===== src/rtl/fupd_pkg.sv =====
// ----------------------------------------------------------------------------
// fupd_pkg
// Shared types and character constants for the form-encoded text decoder.
// ----------------------------------------------------------------------------
package fupd_pkg;

  typedef logic [7:0]  byte_t;
  typedef logic [15:0] count_t;

  typedef enum logic [1:0] {
    PH_NORMAL = 2'd0,
    PH_PCT    = 2'd1,
    PH_DIGIT  = 2'd2,
    PH_DRAIN  = 2'd3
  } phase_e;

  // hex digit decode result
  typedef struct packed {
    logic       ok;
    logic [3:0] nib;
  } hex_t;

  localparam byte_t  CHAR_NUL   = 8'h00;
  localparam byte_t  CHAR_PLUS  = 8'h2B;
  localparam byte_t  CHAR_PCT   = 8'h25;
  localparam byte_t  CHAR_AMP   = 8'h26;
  localparam byte_t  CHAR_SPACE = 8'h20;
  localparam count_t CAP_RESET  = 16'd256;

  function automatic hex_t hex_decode(input byte_t c);
    hex_t r;
    r.ok  = 1'b0;
    r.nib = 4'd0;
    if (c >= 8'h30 && c <= 8'h39) begin
      r.ok  = 1'b1;
      r.nib = c[3:0];
    end else if ((c >= 8'h61 && c <= 8'h66) || (c >= 8'h41 && c <= 8'h46)) begin
      r.ok  = 1'b1;
      r.nib = c[3:0] + 4'd9;
    end
    return r;
  endfunction

endpackage


===== src/rtl/fupd_in_if.sv =====
// ----------------------------------------------------------------------------
// fupd_in_if
// Encoded byte channel: valid/ready with one encoded character.
// ----------------------------------------------------------------------------
interface fupd_in_if;
  import fupd_pkg::*;

  logic  valid;
  logic  ready;
  byte_t in_byte;

  modport source (output valid, output in_byte, input ready);
  modport sink   (input valid, input in_byte, output ready);
endinterface


===== src/rtl/fupd_out_if.sv =====
// ----------------------------------------------------------------------------
// fupd_out_if
// Decoded result channel: valid/ready with byte, end flag and count.
// ----------------------------------------------------------------------------
interface fupd_out_if;
  import fupd_pkg::*;

  logic   valid;
  logic   ready;
  byte_t  out_byte;
  logic   ends;
  count_t decoded_count;

  modport source (output valid, output out_byte, output ends, output decoded_count,
                  input ready);
  modport sink   (input valid, input out_byte, input ends, input decoded_count,
                  output ready);
endinterface


===== src/rtl/form_url_percent_decoder.sv =====
// ----------------------------------------------------------------------------
// form_url_percent_decoder
// Streaming form-encoded text decoder, one encoded byte per request.
// ----------------------------------------------------------------------------
// Usage:
//   in_i  : encoded characters, one per request; NUL ends a string.
//   out_o : one result per decoded byte (ends = 0) and one per string end
//           (ends = 1, out_byte = 0, decoded_count final). Escape bytes and
//           drained bytes give no result.
//   cfg_we_i / cfg_wdata_i : output capacity; write only while idle.
// Path: an accepted request sits in the input register, is decoded, and its
//   result loads the result register when that register can take it.
// Throughput: one request per cycle while out_o is not held, set by the
//   single decode step between the input register and the result register.
// Reset: capacity returns to 256, decode state to the normal phase with a
//   zero count; both registers empty.
// Stall: while out_o is held, the result register keeps its content, the
//   input register fills, then in_i.ready drops. Nothing is lost.
// ----------------------------------------------------------------------------
module form_url_percent_decoder (
  input  logic             clk_i,
  input  logic             rst_ni,
  input  logic             cfg_we_i,
  input  fupd_pkg::count_t cfg_wdata_i,
  fupd_in_if.sink          in_i,
  fupd_out_if.source       out_o
);
  import fupd_pkg::*;

  // configuration
  count_t cap_q;
  count_t limit;

  // input register
  logic  in_vld_q;
  byte_t in_byte_q;

  // decode state
  phase_e     phase_q, phase_d;
  logic [3:0] hn_q, hn_d;
  logic       hv_q, hv_d;
  count_t     count_q, count_d;

  // result register
  logic   out_vld_q;
  byte_t  out_byte_q;
  logic   out_end_q;
  count_t out_cnt_q;

  // step outputs
  logic   res_vld;
  byte_t  res_byte;
  logic   res_end;
  count_t res_cnt;

  logic   res_ready;   // result register can take a new value
  logic   step;        // input register content is decoded this cycle
  hex_t   hx;
  count_t count_inc;

  assign limit     = cap_q - 16'd1;
  assign res_ready = !out_vld_q || out_o.ready;
  assign step      = in_vld_q && res_ready;
  assign in_i.ready = !in_vld_q || res_ready;
  assign hx        = hex_decode(in_byte_q);
  assign count_inc = count_q + 16'd1;

  always_ff @(posedge clk_i or negedge rst_ni) begin
    if (!rst_ni) begin
      cap_q <= CAP_RESET;
    end else if (cfg_we_i) begin
      cap_q <= cfg_wdata_i;
    end
  end

  // input register
  always_ff @(posedge clk_i or negedge rst_ni) begin
    if (!rst_ni) begin
      in_vld_q <= 1'b0;
    end else if (in_i.ready) begin
      in_vld_q <= in_i.valid;
    end
  end

  always_ff @(posedge clk_i) begin
    if (in_i.ready && in_i.valid) begin
      in_byte_q <= in_i.in_byte;
    end
  end

  // decode state
  always_ff @(posedge clk_i or negedge rst_ni) begin
    if (!rst_ni) begin
      phase_q <= PH_NORMAL;
      hn_q    <= 4'd0;
      hv_q    <= 1'b0;
      count_q <= '0;
    end else begin
      phase_q <= phase_d;
      hn_q    <= hn_d;
      hv_q    <= hv_d;
      count_q <= count_d;
    end
  end

  always_comb begin
    phase_d  = phase_q;
    hn_d     = hn_q;
    hv_d     = hv_q;
    count_d  = count_q;
    res_vld  = 1'b0;
    res_byte = CHAR_NUL;
    res_end  = 1'b0;
    res_cnt  = count_q;
    if (step) begin
      unique case (phase_q)
        PH_NORMAL: begin
          priority if (in_byte_q == CHAR_NUL) begin
            res_vld = 1'b1;
            res_end = 1'b1;
            count_d = '0;
            hn_d    = 4'd0;
            hv_d    = 1'b0;
          end else if (count_q >= limit || in_byte_q == CHAR_AMP) begin
            // end now, then drop bytes up to the NUL
            res_vld = 1'b1;
            res_end = 1'b1;
            count_d = '0;
            hn_d    = 4'd0;
            hv_d    = 1'b0;
            phase_d = PH_DRAIN;
          end else if (in_byte_q == CHAR_PLUS) begin
            res_vld  = 1'b1;
            res_byte = CHAR_SPACE;
            res_cnt  = count_inc;
            count_d  = count_inc;
          end else if (in_byte_q == CHAR_PCT) begin
            phase_d = PH_PCT;
          end else begin
            res_vld  = 1'b1;
            res_byte = in_byte_q;
            res_cnt  = count_inc;
            count_d  = count_inc;
          end
        end
        PH_PCT, PH_DIGIT: begin
          if (in_byte_q == CHAR_NUL) begin
            // NUL inside an escape ends the string
            res_vld = 1'b1;
            res_end = 1'b1;
            count_d = '0;
            hn_d    = 4'd0;
            hv_d    = 1'b0;
            phase_d = PH_NORMAL;
          end else if (phase_q == PH_PCT) begin
            hv_d    = hx.ok;
            hn_d    = hx.nib;
            phase_d = PH_DIGIT;
          end else begin
            hn_d    = 4'd0;
            hv_d    = 1'b0;
            phase_d = PH_NORMAL;
            if (hv_q && hx.ok) begin
              res_vld  = 1'b1;
              res_byte = {hn_q, hx.nib};
              res_cnt  = count_inc;
              count_d  = count_inc;
            end
          end
        end
        PH_DRAIN: begin
          if (in_byte_q == CHAR_NUL) begin
            phase_d = PH_NORMAL;
            count_d = '0;
          end
        end
        default: begin
          phase_d = PH_NORMAL;
        end
      endcase
    end
  end

  // result register
  always_ff @(posedge clk_i or negedge rst_ni) begin
    if (!rst_ni) begin
      out_vld_q <= 1'b0;
    end else if (res_ready) begin
      out_vld_q <= res_vld;
    end
  end

  always_ff @(posedge clk_i) begin
    if (res_vld) begin
      out_byte_q <= res_byte;
      out_end_q  <= res_end;
      out_cnt_q  <= res_cnt;
    end
  end

  assign out_o.valid         = out_vld_q;
  assign out_o.out_byte      = out_byte_q;
  assign out_o.ends          = out_end_q;
  assign out_o.decoded_count = out_cnt_q;

endmodule


===== src/flat_wrapper.sv =====
// flat-port wrapper written by rule: the top's interface ports become plain ports
module form_url_percent_decoder_flat import fupd_pkg::*;
  (clk_i, rst_ni, cfg_we_i, cfg_wdata_i, in_i_valid, in_i_in_byte, in_i_ready, out_o_valid, out_o_out_byte, out_o_ends, out_o_decoded_count, out_o_ready);
  fupd_in_if in_i_i ();
  fupd_out_if out_o_i ();
  input  logic clk_i;
  input  logic rst_ni;
  input  logic cfg_we_i;
  input  fupd_pkg::count_t cfg_wdata_i;
  input wire logic [$bits(in_i_i.valid)-1:0] in_i_valid;
  input wire logic [$bits(in_i_i.in_byte)-1:0] in_i_in_byte;
  output wire logic [$bits(in_i_i.ready)-1:0] in_i_ready;
  output wire logic [$bits(out_o_i.valid)-1:0] out_o_valid;
  output wire logic [$bits(out_o_i.out_byte)-1:0] out_o_out_byte;
  output wire logic [$bits(out_o_i.ends)-1:0] out_o_ends;
  output wire logic [$bits(out_o_i.decoded_count)-1:0] out_o_decoded_count;
  input wire logic [$bits(out_o_i.ready)-1:0] out_o_ready;
  assign in_i_i.valid = in_i_valid;
  assign in_i_i.in_byte = in_i_in_byte;
  assign in_i_ready = in_i_i.ready;
  assign out_o_valid = out_o_i.valid;
  assign out_o_out_byte = out_o_i.out_byte;
  assign out_o_ends = out_o_i.ends;
  assign out_o_decoded_count = out_o_i.decoded_count;
  assign out_o_i.ready = out_o_ready;
  form_url_percent_decoder u_core (.clk_i(clk_i), .rst_ni(rst_ni), .cfg_we_i(cfg_we_i), .cfg_wdata_i(cfg_wdata_i), .in_i(in_i_i), .out_o(out_o_i));
endmodule

===== config.mk =====
export PLATFORM = sky130hd
export DESIGN_NAME = form_url_percent_decoder_flat
export DESIGN_NICKNAME = d
export VERILOG_FILES = /design/src/rtl/fupd_pkg.sv /design/src/rtl/fupd_in_if.sv /design/src/rtl/fupd_out_if.sv /design/src/rtl/form_url_percent_decoder.sv /design/src/flat_wrapper.sv
export SDC_FILE = /design/constraint.sdc
export NUM_CORES = 1
export LEC_CHECK = 0
export BUFFER_PORTS_ARGS = -buffer_cell sky130_fd_sc_hd__buf_2
export CORE_MARGIN = 10
export CORE_UTILIZATION = 44
export DETAILED_ROUTE_END_ITERATION = 10
export PLACE_DENSITY = 0.67
export SKIP_CTS_REPAIR_TIMING = 1
export SYNTH_ARGS = -nofsm -noshare
export SYNTH_HDL_FRONTEND = slang
export SYNTH_SLANG_ARGS = --single-unit

===== constraint.sdc =====
create_clock -name clk_i -period 14.4 [get_ports clk_i]
set_clock_uncertainty 0.15 [all_clocks]
set_input_delay 1.44 -clock clk_i [delete_from_list [all_inputs] [get_ports clk_i]]
set_output_delay 1.44 -clock clk_i [all_outputs]
set_load 0.005 [all_outputs]

==> results.yml, run 1 <==
run_status:
  run_status: "finished clean"
critical_path:
  cp-start-kind: "register"
  critPathRequiredTime_ns: 14.27
  cp_max_fo: 30
  r2r-end: "u_core.out_o.decoded_count[0]$_DFFE_PP_"
  r2r-start: "u_core.cap_q[3]$_DFFE_PN0P_"
  rr_worst_depth: 16
  worst-setup-path-type: "reg -> reg"
  reg2reg_slack_ns: 9.67
  arrival_ns: 4.60
  worst_setup_path_end_kind: "register"
  crit_start: "u_core.cap_q[3]$_DFFE_PN0P_"
sta:
  slew_viol_final: 0
  rsz0062_at_grt: "no"
  slew_headroom_pct: 34.71
  fmax_mhz: 211.4
  hold_violations: 0
  worst_hold_slack_ns: 0.3373
  fin_crit_sh_pct: 32.86
  tns_ns: 0
  fin_crit_ns: 4.731
  setup_viol: 0
  tightestPinTransition_ns: 0.9794
yosys:
  synth_top_area_share_pct: 20.25
  synthFlopType: "dfrtp_1"
  yosys-top-cells-area: "dfrtp_1 20%, edfxtp_1 20%, ha_1 6.6%"
  synth_edf_count: 33
  ys_seq_elements: 74
  syn-num-nets: 577
  ys_types: 78
  async_flop_share_pct: 55.41
  ys.warnings.count: 0
  syn_area_per_cell_sq_um: 9.468
  yosysTopAreaCell: "dfrtp_1"
  synthCells: 522
  netlist_area_sq_um: 4942
  yosysSeqAreaShare_pct: 40.84
detailed_routing:
  vias_per_cell: 6.317
  wl_per_cell_microns: 19.38
  drc_errors: 0
  antenna_left: 0
  drt_iter0_markers: 499
  drt-pass1-iter-count: 7
  routed_wl_microns: 13740
  num_vias: 4479
floorplanning:
  io-pin-count: 56
  initial_core_util_pct: 45.19
  die_h_microns: 126.0
  die_width_microns: 126.0
  row_count: 38
  dieArea_sq_um: 15870
  core_sq_um: 10940
layout:
  final_nets: 619
  layout-drive-gt1-share_pct: 19.68
  final_core_util_pct: 50.95
  finalInstanceArea_sq_um: 5572
  area_delta_synth_final_pct: 12.73
  fill_cells: 1020
  diodes: 0
global_routing:
  use_met3_pct: 3.691
  use_met2_pct: 25.44
  grt.busiest_layer: "met2"
  use_met1_pct: 22.28
  grt_pass1_vias: 4168
  grt_pass1_wl_microns: 21930
  gr-total-overflow: 0
  grt_max_degree: 42
  track_usage_pct: 16.82
  antenna_found_initial: 0
clocking:
  numCtsBuffers: 9
  clk_pin_slew_ns: 0.06
  htreeDepth: 3
  clkLatencyLatePin_ns: 0.34
  cts_root_buf: "clkbuf_16"
  clock_path_buffers: 2
  cts_tree: "built"
  clock_sinks: 74
power_and_ir_drop:
  finalPower_mw: 0.8823
  clock_power_share_pct: 24.6
  pwr-share-seq_pct: 36.0
  powerDensity_nw_per_um2: 158.4
  intPower_mw: 0.5305
  p_sw_share_pct: 39.87
  leakage_nw: 2.192
  combPwrFrac_pct: 39.4
  ir_worst_vdd_uv: 83.33
  p_sw_mw: 0.3518
placed_design:
  place_congestion: 0.9845
  placed_area_sq_um: 5285
  portBuffers: 55
  dp_hpwl_microns: 10030
flow_run:
  drv_cap: 0
worst_hold_path:
  hp-start: "u_core.hn_q[3]$_DFFE_PN0P_"
  min_path_type: "reg -> reg"
  whs_endpoint: "u_core.hn_q[3]$_DFFE_PN0P_"
  hold-path-cell-count: 2
## cells in the mapped netlist, types with 5 or more instances
| cell type | number |
|---|---|
| a211oi_1 | 7 |
| a21oi_1 | 27 |
| a22oi_1 | 6 |
| a31oi_1 | 18 |
| and2_1 | 5 |
| buf_2 | 8 |
| clkbuf_1 | 15 |
| dfrtp_1 | 40 |
| edfxtp_1 | 33 |
| ha_1 | 26 |
| inv_1 | 17 |
| mux2_2 | 14 |
| nand2_1 | 42 |
| nand3_1 | 16 |
| nand4_1 | 11 |
| nor2_1 | 42 |
| nor2_2 | 5 |
| nor3_1 | 21 |
| nor4_1 | 6 |
| o21ai_0 | 27 |
| o21ai_1 | 8 |
| o22ai_1 | 6 |
| xnor2_1 | 16 |
| xor2_1 | 9 |
## power groups by stage
| stage | sequential [mW] | combinational [mW] | clock (mW) |
|---|---|---|---|
| after floorplan | 0.310 | 0.237 | 0 |
| final | 0.318 | 0.347 | 0.217 |
| after detailed placement | 0.321 | 0.336 | 0 |
| after CTS | 0.318 | 0.338 | 0.221 |
| after global routing | 0.324 | 0.376 | 0.230 |
| after global placement | 0.321 | 0.333 | 0 |
## sequential cells by signal, summed over array words and instances, names as in the netlist
name and cells:
u_core.hv_q 1, u_core.out_o.valid 1, u_core.hn_q 4, u_core.in_byte_q 8, u_core.out_o.out_byte 8, u_core.cap_q 16
u_core.out_o.decoded_count 16, u_core.phase_q 2, u_core.count_q 16, u_core.out_o.ends 1, u_core.in_vld_q 1
## per-stage QoR
step	setup WS [ns]	std cells
4_1_cts	9.706	709
5_1_grt	9.435	709
3_5_place_dp	9.715	693
3_3_place_gp	9.842	693
6_report	9.669	709
2_1_floorplan	9.232	522
## cell type report
class	count	area (sq um)	share of cell area (%)
clock buffer	10	229.0	4.110
clock inverter	6	57.56	1.033
inverter	17	63.81	1.145
multi-input combinational	404	2730	49.00
sequential	74	2018	36.22
tap	140	175.2	3.144
timing repair buffer	58	297.8	5.345
## kinds of logic after synthesis
| group | synth area share (%) |
|---|---|
| compound gates | 21.39 |
| xor+xnor | 4.430 |
| fa+ha+maj | 6.582 |
| buf+inv | 4.000 |
| flops | 40.84 |
| mux | 3.392 |
| simple gates | 19.37 |
## worst max-delay path, stage by stage (launching register included)
cell and delay, ns:
dfrtp_1 0.40, or3_1 0.41, or3_1 0.37, nor4_1 0.24
nand2_1 0.15, nor2_1 0.14, xnor2_1 0.09, ha_1 0.31
and4_1 0.23, o2111ai_1 0.12, a31o_2 0.25, a21oi_2 0.11
buf_4 0.36, nor2_1 0.15, a22o_1 0.23, a21oi_2 0.32
buf_4 0.35
## metal layers
| metal | vias to the layer above | share of wire (%) | wire length [microns] |
|---|---|---|---|
| met1 | 2099 | 42 | 5838 |
| met5 | - | 0 | 0 |
| met2 | 264 | 45 | 6152 |
| li1 | 2073 | - | - |
| met4 | 0 | 3.3 | 451 |
| met3 | 43 | 9.4 | 1294 |
## worst max path at each step
stage | endpoint | slack, ns | cells past startpoint
2_1_floorplan | u_core.out_o.decoded_count[0]$_DFFE_PP_ | 9.23 | 15
6_report | u_core.out_o.decoded_count[0]$_DFFE_PP_ | 9.67 | 16
3_5_place_dp | u_core.out_o.decoded_count[0]$_DFFE_PP_ | 9.72 | 16
4_1_cts | u_core.out_o.decoded_count[0]$_DFFE_PP_ | 9.71 | 16
3_3_place_gp | u_core.out_o.decoded_count[0]$_DFFE_PP_ | 9.84 | 16
5_1_grt | u_core.out_o.decoded_count[0]$_DFFE_PP_ | 9.44 | 16
## placed cells by master, fill, tap and decap left out, types with 5 or more instances in the layout
master	netlist	routed
edfxtp_1	33	33
nor2_2	5	5
nor4_1	6	6
xor2_1	9	9
ha_1	26	26
nand2_1	42	42
a21oi_1	27	26
inv_1	17	17
dfrtp_1	40	40
a31oi_1	18	18
o21ai_1	8	8
a211oi_1	7	7
xnor2_1	16	16
nand3_1	16	16
a22oi_1	6	6
buf_2	8	55
mux2_2	14	14
nor3_1	21	21
clkbuf_16	0	9
nand4_1	11	11
o22ai_1	6	6
nor2_1	42	42
and2_1	5	5
o21ai_0	27	27
No activity file was read; power rests on OpenSTA's default activity.
==> run 2, diff against run 1 <==
Settings changed: ABC_AREA set to 1, PLACE_DENSITY 0.67 to 0.69.
Clock period 14.4 ns to 4.1 ns, I/O delays scaled along.
==> run 2 against run 1 <==
Count of clock-buffer cells in the layout rose by 4; flip-flop and latch count did not move; synthesized cell count rose by 36%; sequential share of layout area fell by 2.0 points; largest cell class unchanged.
==> results.yml, run 2 <==
floorplanning:
  io-pin-count: 56
  die_width_microns: 129.4
  initial_core_util_pct: 45.53
  dieArea_sq_um: 16740
  die_h_microns: 129.4
  row_count: 39
  core_sq_um: 11560
critical_path:
  path_cells: "inv_1 > ha_1 > nand3_1 > nor3_2 > nand4_1 > nor3_1 > xor2_1 > inv_1 > ha_1 > nand2_1 > inv_1 > nand3_1 > nor2_1 > nand3_1 > nand4_1 > nor2_2 > buf_4 > nand3_1 > nand3_1 > nand2_1 > nand2_1"
  rr_worst_depth: 21
  path_depth: 21
  r2r-start: "u_core.cap_q[1]$_DFFE_PN0P_"
  r2r-end: "u_core.out_o.decoded_count[7]$_DFFE_PP_"
  max_stage_delay_ns: 0.36
  cp_common_cell: "nand3_1"
  cp-start-kind: "register"
  crit_start: "u_core.cap_q[1]$_DFFE_PN0P_"
  slowest_stage: "dfrtp_1"
  cp-endpoint: "u_core.out_o.decoded_count[7]$_DFFE_PP_"
  reg2reg_slack_ns: 0.49
  critPathRequiredTime_ns: 4.05
  cp_max_fo: 24
  worst-path-buf-inv: 4
  arrival_ns: 3.56
  critical_path.top_delay_family: "simple AND/OR/NAND/NOR gates"
  worst_setup_path_end_kind: "register"
  worst-setup-path-type: "reg -> reg"
yosys:
  synth_edf_count: 33
  netlist_area_sq_um: 5265
  yosys-top-cells-count: "235 x nand2_1, 77 x inv_1, 63 x nand3_1"
  synthCells: 711
  async_flop_share_pct: 55.41
  ys_seq_elements: 74
  synth_most_common_cell: "nand2_1"
  syn-num-nets: 766
  synth_top_area_share_pct: 19.01
  yosys-top-cells-area: "dfrtp_1 19%, edfxtp_1 19%, nand2_1 17%"
  synthFlopType: "dfrtp_1"
  yosysSeqAreaShare_pct: 38.33
  ys.warnings.count: 0
  ys_types: 40
  syn_area_per_cell_sq_um: 7.405
  yosysTopAreaCell: "dfrtp_1"
global_routing:
  use_met3_pct: 5.506
  grt.busiest_layer: "met2"
  use_met1_pct: 21.83
  grt_max_degree: 42
  use_met2_pct: 26.39
  track_usage_pct: 16.93
  antenna_found_initial: 0
  grt_pass1_vias: 4465
  grt_pass1_wl_microns: 22380
  gr-total-overflow: 0
sta:
  fmax_mhz: 277.1
  hold_violations: 0
  fin_crit_sh_pct: 88.02
  fin_ws_ns: 0.4911
  tns_ns: 0
  slew_viol_final: 0
  fin_crit_ns: 3.609
  slew_headroom_pct: 33.83
  tightestPinTransition_ns: 0.9926
  setup_viol: 0
  rsz0062_at_grt: "no"
power_and_ir_drop:
  finalPower_mw: 2.812
  p_sw_share_pct: 39.19
  leakage_nw: 2.895
  ir_worst_vdd_uv: 354.1
  powerDensity_nw_per_um2: 476.9
  pwr-share-seq_pct: 37.5
  combPwrFrac_pct: 35.6
  clock_power_share_pct: 26.9
  p_sw_mw: 1.102
  intPower_mw: 1.710
clocking:
  clock_path_buffers: 2
  clk_pin_slew_ns: 0.05
  htreeDepth: 3
  clkLatencyLatePin_ns: 0.35
  numCtsBuffers: 9
  cts_root_buf: "clkbuf_16"
  cts_tree: "built"
  clock_sinks: 74
layout:
  instances_no_fill: 903
  diodes: 0
  fill_cells: 1095
  final_core_util_pct: 50.99
  area_delta_synth_final_pct: 12.00
  layout-drive-gt1-share_pct: 15.79
  layout_common_cells: "234 x nand2_1, 77 x inv_1, 63 x nand3_1"
  final_common_cell: "nand2_1"
  final_nets: 810
worst_hold_path:
  min_path_type: "in -> async"
detailed_routing:
  vias_per_cell: 5.280
  drt-pass1-iter-count: 5
  antenna_left: 0
  num_vias: 4768
  drc_errors: 0
  drt_iter0_markers: 408
  wl_per_cell_microns: 15.24
  routed_wl_microns: 13770
placed_design:
  portBuffers: 55
  dp_hpwl_microns: 9911
  place_congestion: 0.8806
  dpl.cell_count: 887
  place_ws_ns: 0.2672
run_status:
  run_status: "finished clean"
flow_run:
  drv_cap: 0
[run 2: logic make-up (layout without fill, tap and decap cells)]
logic type,Yosys count,after routing,synth area share (%)
and+or+nand+nor,393,393,33.32
buffers and inverters,108,157,8.793
AOI/OAI and AO/OA,78,78,7.771
DFF,74,74,38.33
adders and majority gates,26,26,6.179
xor gates and xnor gates,26,26,4.325
muxes,6,6,1.283
[run 2: power by group through the flow]
| stage | clock, mW | sequential (mW) | combinational, mW |
|---|---|---|---|
| floorplan | 0 | 1.05 | 0.687 |
| global placement | 0 | 1.06 | 0.978 |
| detailed placement | 0 | 1.07 | 0.996 |
| CTS | 0.771 | 1.05 | 1.00 |
| global route | 0.800 | 1.07 | 1.12 |
| finish | 0.757 | 1.05 | 1.00 |
[run 2: how the worst min path moves through the flow]
stage / from / end / slack [ns] / cells after the start
final: rst_ni / u_core.cap_q[9]$_DFFE_PN0P_ / 0.08 / 1
after global routing: in_i_in_byte[7] / u_core.in_byte_q[7]$_DFFE_PP_ / 0.08 / 1
after CTS: in_i_in_byte[7] / u_core.in_byte_q[7]$_DFFE_PP_ / 0.08 / 1
after detailed placement: u_core.hv_q$_DFFE_PN0P_ / u_core.hv_q$_DFFE_PN0P_ / 0.32 / 2
after global placement: u_core.hv_q$_DFFE_PN0P_ / u_core.hv_q$_DFFE_PN0P_ / 0.31 / 2
after floorplan: rst_ni / u_core.cap_q[0]$_DFFE_PN0P_ / -0.04 / 0
[run 2: stage by stage]
step                area, sq um  hold WS [ns]
global route               5897       0.07942
floorplan                  5265      -0.03559
detailed placement         5600        0.3171
global placement           5600        0.3094
CTS                        5884       0.08030
finish                     5897       0.07983
[run 2: per-layer routing]
metal / vias to the layer above / routed length, microns
met3: 20 / 1265
met2: 204 / 6207
met5: - / 0
met1: 2163 / 6073
li1: 2381 / -
met4: 0 / 218
[run 2: final cells by class]
| type | count | area, sq um | area share, % |
|---|---|---|---|
| multi-input cells | 529 | 2799 | 47.46 |
| clock inverters | 2 | 10.01 | 0.1697 |
| clock buffers | 14 | 274.0 | 4.647 |
| flip-flops and latches | 74 | 2018 | 34.22 |
| well taps | 143 | 178.9 | 3.034 |
| inverters | 81 | 304.0 | 5.156 |
| repair buffers | 60 | 312.8 | 5.304 |
[run 2: worst register-to-register path, cell delays in order, from the launching register on]
cell     delay (ns)
dfrtp_1        0.36
inv_1          0.10
ha_1           0.19
nand3_1        0.13
nor3_2         0.21
nand4_1        0.17
nor3_1         0.21
xor2_1         0.16
inv_1          0.05
ha_1           0.26
nand2_1        0.04
inv_1          0.06
nand3_1        0.11
nor2_1         0.21
nand3_1        0.12
nand4_1        0.18
nor2_2         0.04
buf_4          0.22
nand3_1        0.14
nand3_1        0.11
nand2_1        0.08
nand2_1        0.05
